[config.mk]
export PLATFORM = sky130hd
export DESIGN_NAME = homing_bang_bang_position_servo_top_flat
export DESIGN_NICKNAME = d
export VERILOG_FILES = /design/src/rtl/svo_pkg.sv /design/src/rtl/svo_if.sv /design/src/rtl/svo_cfg.sv /design/src/rtl/svo_core.sv /design/src/rtl/homing_bang_bang_position_servo_top.sv /design/src/flat_wrapper.sv
export SDC_FILE = /design/constraint.sdc
export NUM_CORES = 1
export LEC_CHECK = 0
export BUFFER_PORTS_ARGS = -buffer_cell sky130_fd_sc_hd__buf_2
export CAP_MARGIN = 20
export CORE_ASPECT_RATIO = 1.5
export CORE_MARGIN = 2
export CORE_UTILIZATION = 53
export DETAILED_ROUTE_END_ITERATION = 10
export PLACE_DENSITY = 0.72
export SLEW_MARGIN = 20
export SYNTH_ARGS = -nofsm -noshare
export SYNTH_HDL_FRONTEND = slang
export SYNTH_SLANG_ARGS = --single-unit
[constraint.sdc]
create_clock -name clk_i -period 11.8 [get_ports clk_i]
set_clock_uncertainty 0.15 [all_clocks]
set_input_delay 0 -clock clk_i [delete_from_list [all_inputs] [get_ports clk_i]]
set_output_delay 0 -clock clk_i [all_outputs]
set_load 0.01 [all_outputs]
[src/rtl/svo_pkg.sv]
// Package: types, codes and constants of the homing position servo.
`timescale 1ns / 1ps

package svo_pkg;

  localparam int PosBits    = 16;
  // Signed width that holds position, clamped target and their difference.
  localparam int CalcBits   = ((PosBits > 16) ? PosBits : 16) + 3;
  localparam int HomeMargin = 3;

  localparam logic [14:0] DeadbandRst   = 15'd2;
  localparam logic [14:0] AngleLimitRst = 15'd170;
  localparam logic [15:0] RunDutyRst    = 16'd1000;
  localparam logic [15:0] StopDutyRst   = 16'd10000;

  typedef enum logic [1:0] {
    MODE_EDGE  = 2'd0,
    MODE_INDEX = 2'd1,
    MODE_TICK  = 2'd2
  } mode_e;

  typedef enum logic [1:0] {
    REG_DEADBAND    = 2'd0,
    REG_ANGLE_LIMIT = 2'd1,
    REG_RUN_DUTY    = 2'd2,
    REG_STOP_DUTY   = 2'd3
  } cfg_reg_e;

  typedef struct packed {
    logic [14:0] deadband;
    logic [14:0] angle_limit;
    logic [15:0] run_duty;
    logic [15:0] stop_duty;
  } cfg_t;

  typedef struct packed {
    logic [1:0]         mode;
    logic               b_level;
    logic signed [15:0] target_angle;
  } item_t;

  typedef struct packed {
    logic [15:0]        duty_out;
    logic               spin_ccw;
    logic signed [15:0] position_out;
    logic               is_calibrated;
    logic               is_tracking;
  } result_t;

endpackage

[src/rtl/svo_if.sv]
// Interfaces: event input channel and result output channel.
`timescale 1ns / 1ps

interface svo_in_if;
  logic               valid;
  logic               ready;
  logic [1:0]         mode;
  logic               b_level;
  logic signed [15:0] target_angle;

  modport source (output valid, mode, b_level, target_angle, input ready);
  modport sink   (input valid, mode, b_level, target_angle, output ready);
endinterface

interface svo_out_if;
  logic               valid;
  logic               ready;
  logic [15:0]        duty_out;
  logic               spin_ccw;
  logic signed [15:0] position_out;
  logic               is_calibrated;
  logic               is_tracking;

  modport source (output valid, duty_out, spin_ccw, position_out, is_calibrated,
                  is_tracking, input ready);
  modport sink   (input valid, duty_out, spin_ccw, position_out, is_calibrated,
                  is_tracking, output ready);
endinterface

[src/rtl/svo_cfg.sv]
// Configuration registers of the servo.
`timescale 1ns / 1ps

module svo_cfg
  import svo_pkg::*;
(
  input  logic        clk_i,
  input  logic        rst_ni,
  input  logic        cfg_we_i,
  input  logic [1:0]  cfg_idx_i,
  input  logic [15:0] cfg_data_i,
  output cfg_t        cfg_o
);

  cfg_t cfg_q;

  always_ff @(posedge clk_i or negedge rst_ni) begin
    if (!rst_ni) begin
      cfg_q.deadband    <= DeadbandRst;
      cfg_q.angle_limit <= AngleLimitRst;
      cfg_q.run_duty    <= RunDutyRst;
      cfg_q.stop_duty   <= StopDutyRst;
    end else if (cfg_we_i) begin
      unique case (cfg_reg_e'(cfg_idx_i))
        REG_DEADBAND:    cfg_q.deadband    <= cfg_data_i[14:0];
        REG_ANGLE_LIMIT: cfg_q.angle_limit <= cfg_data_i[14:0];
        REG_RUN_DUTY:    cfg_q.run_duty    <= cfg_data_i;
        REG_STOP_DUTY:   cfg_q.stop_duty   <= cfg_data_i;
      endcase
    end
  end

  assign cfg_o = cfg_q;

endmodule

[src/rtl/svo_core.sv]
// Servo state and the single-pass event update: counting, homing, tracking.
`timescale 1ns / 1ps

module svo_core
  import svo_pkg::*;
(
  input  logic    clk_i,
  input  logic    rst_ni,
  input  logic    step_i,
  input  item_t   item_i,
  input  cfg_t    cfg_i,
  output result_t res_o
);

  logic [PosBits-1:0] pos_q, pos_d;
  logic               track_q, track_d;
  logic               calib_q, calib_d;
  logic               rev_q, rev_d;
  logic               dir_q, dir_d;
  logic [15:0]        duty_q, duty_d;

  logic signed [CalcBits-1:0] pos_s, lim_s, tgt_s, tgt_c, err_s, mag_s, db_s;
  logic [PosBits+15:0]        pos_ext;

  always_comb begin
    pos_s = CalcBits'(signed'(pos_q));
    lim_s = signed'(CalcBits'(cfg_i.angle_limit));
    db_s  = signed'(CalcBits'(cfg_i.deadband));
    tgt_s = CalcBits'(item_i.target_angle);
    // clamp target to the symmetric limit
    if (tgt_s > lim_s) begin
      tgt_c = lim_s;
    end else if (tgt_s < -lim_s) begin
      tgt_c = -lim_s;
    end else begin
      tgt_c = tgt_s;
    end
    err_s = tgt_c - pos_s;
    mag_s = (err_s < 0) ? -err_s : err_s;
  end

  always_comb begin
    pos_d   = pos_q;
    track_d = track_q;
    calib_d = calib_q;
    rev_d   = rev_q;
    dir_d   = dir_q;
    duty_d  = duty_q;
    if (step_i) begin
      unique case (item_i.mode)
        MODE_EDGE: begin
          pos_d = item_i.b_level ? pos_q + PosBits'(1) : pos_q - PosBits'(1);
        end
        MODE_INDEX: begin
          pos_d   = '0;
          calib_d = 1'b1;
        end
        MODE_TICK: begin
          if (!track_q) begin
            if (calib_q) begin
              duty_d  = cfg_i.stop_duty;
              track_d = 1'b1;
            end else begin
              duty_d = cfg_i.run_duty;
              // turn clockwise once past the homing threshold
              if (pos_s > lim_s + CalcBits'(HomeMargin) && !rev_q) begin
                rev_d = 1'b1;
                dir_d = 1'b0;
              end
            end
          end else if (mag_s > db_s) begin
            duty_d = cfg_i.run_duty;
            dir_d  = (err_s > 0);
          end else begin
            duty_d = cfg_i.stop_duty;
          end
        end
        default: begin
        end
      endcase
    end
  end

  always_ff @(posedge clk_i or negedge rst_ni) begin
    if (!rst_ni) begin
      pos_q   <= '0;
      track_q <= 1'b0;
      calib_q <= 1'b0;
      rev_q   <= 1'b0;
      dir_q   <= 1'b1;
      duty_q  <= '0;
    end else begin
      pos_q   <= pos_d;
      track_q <= track_d;
      calib_q <= calib_d;
      rev_q   <= rev_d;
      dir_q   <= dir_d;
      duty_q  <= duty_d;
    end
  end

  assign pos_ext = {16'b0, pos_d};

  assign res_o.duty_out      = duty_d;
  assign res_o.spin_ccw      = dir_d;
  assign res_o.position_out  = signed'(pos_ext[15:0]);
  assign res_o.is_calibrated = calib_d;
  assign res_o.is_tracking   = track_d;

  a_index_clears : assert property (@(posedge clk_i) disable iff (!rst_ni)
    step_i && item_i.mode == MODE_INDEX |=> pos_q == '0 && calib_q)
    else $error("index item did not clear position and set calibrated");

  a_track_sticks : assert property (@(posedge clk_i) disable iff (!rst_ni)
    track_q |=> track_q)
    else $error("tracking phase dropped");

  a_track_needs_calib : assert property (@(posedge clk_i) disable iff (!rst_ni)
    track_q |-> calib_q)
    else $error("tracking without calibration");

  a_idle_holds : assert property (@(posedge clk_i) disable iff (!rst_ni)
    !step_i |=> $stable(pos_q) && $stable(duty_q) && $stable(dir_q))
    else $error("state changed without an item");

endmodule

[src/rtl/homing_bang_bang_position_servo_top.sv]
// Throughput: one item per cycle unless the output stalls. The result register advances
// whenever it is empty or being taken, and the input register loads whenever it is empty
// or advancing; an item's result is loaded into the result register as it advances.
// Reset: asynchronous, active low; position 0, homing, not calibrated,
// counterclockwise, duty 0, registers at their defaults.
`timescale 1ns / 1ps

module homing_bang_bang_position_servo_top
  import svo_pkg::*;
(
  input  logic        clk_i,
  input  logic        rst_ni,
  svo_in_if.sink      in_i,
  svo_out_if.source   out_o,
  input  logic        cfg_we_i,
  input  logic [1:0]  cfg_idx_i,
  input  logic [15:0] cfg_data_i
);

  cfg_t    cfg;
  result_t res;
  item_t   s1_item_q;
  logic    s1_valid_q;
  result_t out_res_q;
  logic    out_valid_q;
  logic    advance;
  logic    in_ready;

  assign advance  = !out_valid_q || out_o.ready;
  assign in_ready = !s1_valid_q || advance;

  svo_cfg u_cfg (
    .clk_i,
    .rst_ni,
    .cfg_we_i,
    .cfg_idx_i,
    .cfg_data_i,
    .cfg_o (cfg)
  );

  svo_core u_core (
    .clk_i,
    .rst_ni,
    .step_i (s1_valid_q && advance),
    .item_i (s1_item_q),
    .cfg_i  (cfg),
    .res_o  (res)
  );

  always_ff @(posedge clk_i or negedge rst_ni) begin
    if (!rst_ni) begin
      s1_valid_q  <= 1'b0;
      out_valid_q <= 1'b0;
    end else begin
      if (in_ready) begin
        s1_valid_q <= in_i.valid;
      end
      if (advance) begin
        out_valid_q <= s1_valid_q;
      end
    end
  end

  always_ff @(posedge clk_i) begin
    if (in_ready && in_i.valid) begin
      s1_item_q.mode         <= in_i.mode;
      s1_item_q.b_level      <= in_i.b_level;
      s1_item_q.target_angle <= in_i.target_angle;
    end
    if (advance && s1_valid_q) begin
      out_res_q <= res;
    end
  end

  assign in_i.ready          = in_ready;
  assign out_o.valid         = out_valid_q;
  assign out_o.duty_out      = out_res_q.duty_out;
  assign out_o.spin_ccw      = out_res_q.spin_ccw;
  assign out_o.position_out  = out_res_q.position_out;
  assign out_o.is_calibrated = out_res_q.is_calibrated;
  assign out_o.is_tracking   = out_res_q.is_tracking;

endmodule

[src/flat_wrapper.sv]
// flat-port wrapper written by rule: the top's interface ports become plain ports
module homing_bang_bang_position_servo_top_flat import svo_pkg::*;
  (clk_i, rst_ni, cfg_we_i, cfg_idx_i, cfg_data_i, in_i_valid, in_i_mode, in_i_b_level, in_i_target_angle, in_i_ready, out_o_valid, out_o_duty_out, out_o_spin_ccw, out_o_position_out, out_o_is_calibrated, out_o_is_tracking, out_o_ready);
  svo_in_if in_i_i ();
  svo_out_if out_o_i ();
  input  logic clk_i;
  input  logic rst_ni;
  input  logic cfg_we_i;
  input  logic [1:0] cfg_idx_i;
  input  logic [15:0] cfg_data_i;
  input wire logic [$bits(in_i_i.valid)-1:0] in_i_valid;
  input wire logic [$bits(in_i_i.mode)-1:0] in_i_mode;
  input wire logic [$bits(in_i_i.b_level)-1:0] in_i_b_level;
  input wire logic [$bits(in_i_i.target_angle)-1:0] in_i_target_angle;
  output wire logic [$bits(in_i_i.ready)-1:0] in_i_ready;
  output wire logic [$bits(out_o_i.valid)-1:0] out_o_valid;
  output wire logic [$bits(out_o_i.duty_out)-1:0] out_o_duty_out;
  output wire logic [$bits(out_o_i.spin_ccw)-1:0] out_o_spin_ccw;
  output wire logic [$bits(out_o_i.position_out)-1:0] out_o_position_out;
  output wire logic [$bits(out_o_i.is_calibrated)-1:0] out_o_is_calibrated;
  output wire logic [$bits(out_o_i.is_tracking)-1:0] out_o_is_tracking;
  input wire logic [$bits(out_o_i.ready)-1:0] out_o_ready;
  assign in_i_i.valid = in_i_valid;
  assign in_i_i.mode = in_i_mode;
  assign in_i_i.b_level = in_i_b_level;
  assign in_i_i.target_angle = in_i_target_angle;
  assign in_i_ready = in_i_i.ready;
  assign out_o_valid = out_o_i.valid;
  assign out_o_duty_out = out_o_i.duty_out;
  assign out_o_spin_ccw = out_o_i.spin_ccw;
  assign out_o_position_out = out_o_i.position_out;
  assign out_o_is_calibrated = out_o_i.is_calibrated;
  assign out_o_is_tracking = out_o_i.is_tracking;
  assign out_o_i.ready = out_o_ready;
  homing_bang_bang_position_servo_top u_core (.clk_i(clk_i), .rst_ni(rst_ni), .in_i(in_i_i), .out_o(out_o_i), .cfg_we_i(cfg_we_i), .cfg_idx_i(cfg_idx_i), .cfg_data_i(cfg_data_i));
endmodule
==> key figures <==
Status
  • Status: complete, no violations

Clock network
  • CTS tree: built
  • H-tree Lvls: 4
  • Root buffer cell: clkbuf_16
  • Worst skew pair latency: 0.44 ns
  • Resized Gates After CTS: 0
  • CTS Buffer Depth: 2
  • Clock slew at reported path FFs: ~0.070 ns
  • TritonCTS Buffers: 17
  • Sink Count: 154

Critical path
  • Largest stage delay, worst path: 0.45 ns
  • Worst setup SP type: flop
  • Crit end category: flop
  • CP Class: reg2reg
  • CP max-delay cell: dfrtp_1
  • Worst path bufs/invs: 4
  • CP delay by family, top: compound AO/OA/AOI/OAI gates
  • Critical path arrival: 10.25 ns
  • Critical path's most frequent cell: ha_1
  • CP required: 11.91 ns
  • Critical Path Fanout Max: 33
  • Critical Path Start: u_core.u_cfg.cfg_o[32]
  • RR Startpoint: u_core.u_cfg.cfg_o[32]

Synth
  • Post-Syn Area: between 10000 and 15000 µm²
  • Top cells by area, synth: dfrtp_1 (20%), edfxtp_1 (16%), ha_1 (12%), mux2_2 (5.4%), dfstp_2 (4.4%)
  • Syn_nets: 1164
  • Syn avg cell area: 9.969 µm²
  • Sequential fraction of the synthesis area: 40.77%
  • Async S/R FF share, synth: 64.94%
  • Synthesized instance count: 1020
  • Synth Register Bits: approximately 150
  • Yosys top cell area share: approximately a fifth
  • Post-synth cell types: 71
  • Synth warn: 0
  • Ys flop type: dfrtp_1
  • EDFF count, synth: 54
  • Biggest area consumer among synthesized cells: dfrtp_1

Power and ir drop
  • VDD IR max: approximately 0.14 mV
  • PD cells: 247.3 nW/µm²
  • P_leak: 5.108 nW
  • Total power: 2.965 mW

Routing
  • Via count: around 8.2k
  • Initial drt markers: 639
  • Antenna-violating nets left: 0
  • Vias per inst: 5.805
  • WL/cell: ~19 µm
  • Detailed Route WL: 26.32 mm
  • DR pass1 iterations: 5
  • Number of remaining DRC errors: 0

GRT
  • First-pass GRT wire length: ~42 mm
  • Initial antenna violation count: 0
  • Largest net degree at the start of global routing: 75
  • Vias in the first global route: 8139
  • GRT Total Usage: 26.88%
  • Grt ovf: 0

Cells and area
  • Register area: 4145 µm²
  • Diode count: 0
  • Commonest non-fill, non-tap cells in the layout: ha_1 (100), dfrtp_1 (83), nand2_1 (78), buf_2 (77), o21ai_0 (74)
  • Multi-input logic area: 5648 µm²
  • Layout Utilization: 63.10%
  • Non-Filler Instances: 1419
  • Commonest non-fill, non-tap cell in the layout: ha_1
  • Fillers: between 1.5k and 2k
  • Area Overhead vs Synth: 17.94%
  • Final non-filler cell area: 11990 µm²
  • Layout cell share with drive strength beyond 1: around 18%
  • Final net count: roughly 1.3k

Floorplan
  • Io pins: 79
  • Placeable core area: 19010 µm²
  • Die extent in x: 117.1 µm
  • Initial cell density of the core: 53.50%
  • Cell Rows: 62
  • Die height: about 170 µm
  • Die Area: 20330 µm²

STA
  • Final setup fails: 0
  • RSZ-0062 raised after global routing: no
  • Sum Neg Setup Slack: 0 ns
  • Worst-Margin Slew: 1.176 ns
  • Max-slew headroom: 19.54%
  • Maximum clock frequency: 98.60 MHz
  • Period utilization: 85.95%
  • Pins over their slew limit: 0
  • Fin. Hold Viols: 0
  • Min Tclk post-route: 10.14 ns

Min path
  • Worst min-delay path class: in2reg
  • Hold path start: cfg_idx_i[1]

Placed design
  • Gpl congestion: 0.9747
  • Dpl cells: 1324
  • Detailed Place HPWL: roughly 20 mm
  • Placed Instance Area: 10790 µm²
  • IO buf count: roughly 80

Run
  • Total of max-cap violations: 0
-- registers in the layout, indices dropped and copies added (netlist names) --
name                        count
u_core.u_cfg.cfg_o             62
u_core.out_o.spin_ccw           1
u_core.u_core.track_q           1
u_core.s1_valid_q               1
u_core.u_core.dir_q             1
u_core.out_o.position_out      16
u_core.u_core.rev_q             1
u_core.out_o.is_calibrated      1
u_core.u_core.pos_q            16
u_core.u_core.duty_q           16
u_core.out_o.duty_out          16
u_core.out_o.is_tracking        1
u_core.out_o.valid              1
u_core.s1_item_q               19
u_core.u_core.calib_q           1
-- worst paths after layout --
kind,slack (ns),endpoint,cells past startpoint
max,1.66,u_core.out_o.duty_out[13],40
min,0.02,u_core.u_cfg.cfg_o[59],5
max reg2reg,1.66,u_core.out_o.duty_out[13],40
min reg2reg,0.35,u_core.u_cfg.cfg_o[14],1
max in group asynchronous,10.06,u_core.u_cfg.cfg_o[5],4
min in group asynchronous,0.50,u_core.u_cfg.cfg_o[33],3
-- cells in the mapped netlist, types with 8 or more instances --
| cell type | number |
|---|---|
| a211oi_1 | 11 |
| a21o_1 | 20 |
| a21oi_1 | 48 |
| a22o_1 | 11 |
| a31oi_1 | 19 |
| clkbuf_1 | 33 |
| dfrtp_1 | 83 |
| dfstp_2 | 17 |
| edfxtp_1 | 54 |
| ha_1 | 100 |
| inv_1 | 58 |
| mux2_2 | 49 |
| nand2_1 | 78 |
| nand2b_1 | 8 |
| nand3_1 | 23 |
| nand4_1 | 19 |
| nor2_1 | 70 |
| nor2b_1 | 12 |
| nor3_1 | 21 |
| o21a_1 | 15 |
| o21ai_0 | 74 |
| o31ai_1 | 15 |
| or3b_1 | 16 |
| xnor2_1 | 42 |
| xor2_1 | 13 |
-- stage by stage --
step | hold WS [ns] | setup slack (ns)
after detailed placement | -0.2016 | 1.866
final | 0.01583 | 1.658
after CTS | 0.003402 | 1.829
after global placement | -0.2002 | 2.097
after global routing | 0.04235 | 0.8272
after floorplan | -0.4456 | 2.983
-- cell families (layout without fill, tap and decap cells) --
group / after synthesis / count (layout) / synth area share [%]
flip-flops: 154 / 154 / 40.77
buffers and inverters: 98 / 241 / 3.802
XOR/XNOR: 55 / 55 / 4.737
AO/OA/AOI/OAI: 256 / 256 / 16.61
AND/OR/NAND/NOR: 302 / 302 / 15.57
multiplexers: 53 / 53 / 5.820
adder cells (fa/ha/maj): 102 / 102 / 12.70
-- report_power, final --
part / switching [mW] / leakage [nW] / total [mW] / internal, mW
logic: 0.921 / 3.15 / 1.64 / 0.716
registers: 0.0936 / 1.68 / 0.799 / 0.705
clock network: 0.235 / 0.280 / 0.530 / 0.295
total: 1.25 / 5.11 / 2.97 / 1.72
-- final cells by class --
class,instances,area share (%)
Clock inverter,13,1.064
Tap cell,256,2.671
Timing Repair Buffer,149,9.118
Clock buffer,19,3.610
Multi-Input combinational cell,768,47.09
Inverter,60,1.878
Sequential cell,154,34.56
-- metal layers --
layer	wire length, µm	track usage [%]	vias up	share of wire (%)
li1	-	-	4004	-
met1	10500	30.87	3954	40
met5	0	0	-	0
met2	13720	47.21	210	52
met3	879	4.196	69	3.3
met4	1222	13.82	0	4.6
-- worst min-delay path, stage by stage --
cell,delay (ns)
buf_2,0.12
nor3b_2,0.05
buf_4,0.21
nand2_1,0.09
o21ai_0,0.07
-- repair_timing --
item | 4_1_cts | 5_1_grt
hold buffers | 63 | 0
buffers inserted | 0 | 0
setup endpoints to repair | 0 | 0
endpoints found under the hold margin | 109 | 0
No activity file was read; power rests on OpenSTA's default activity.
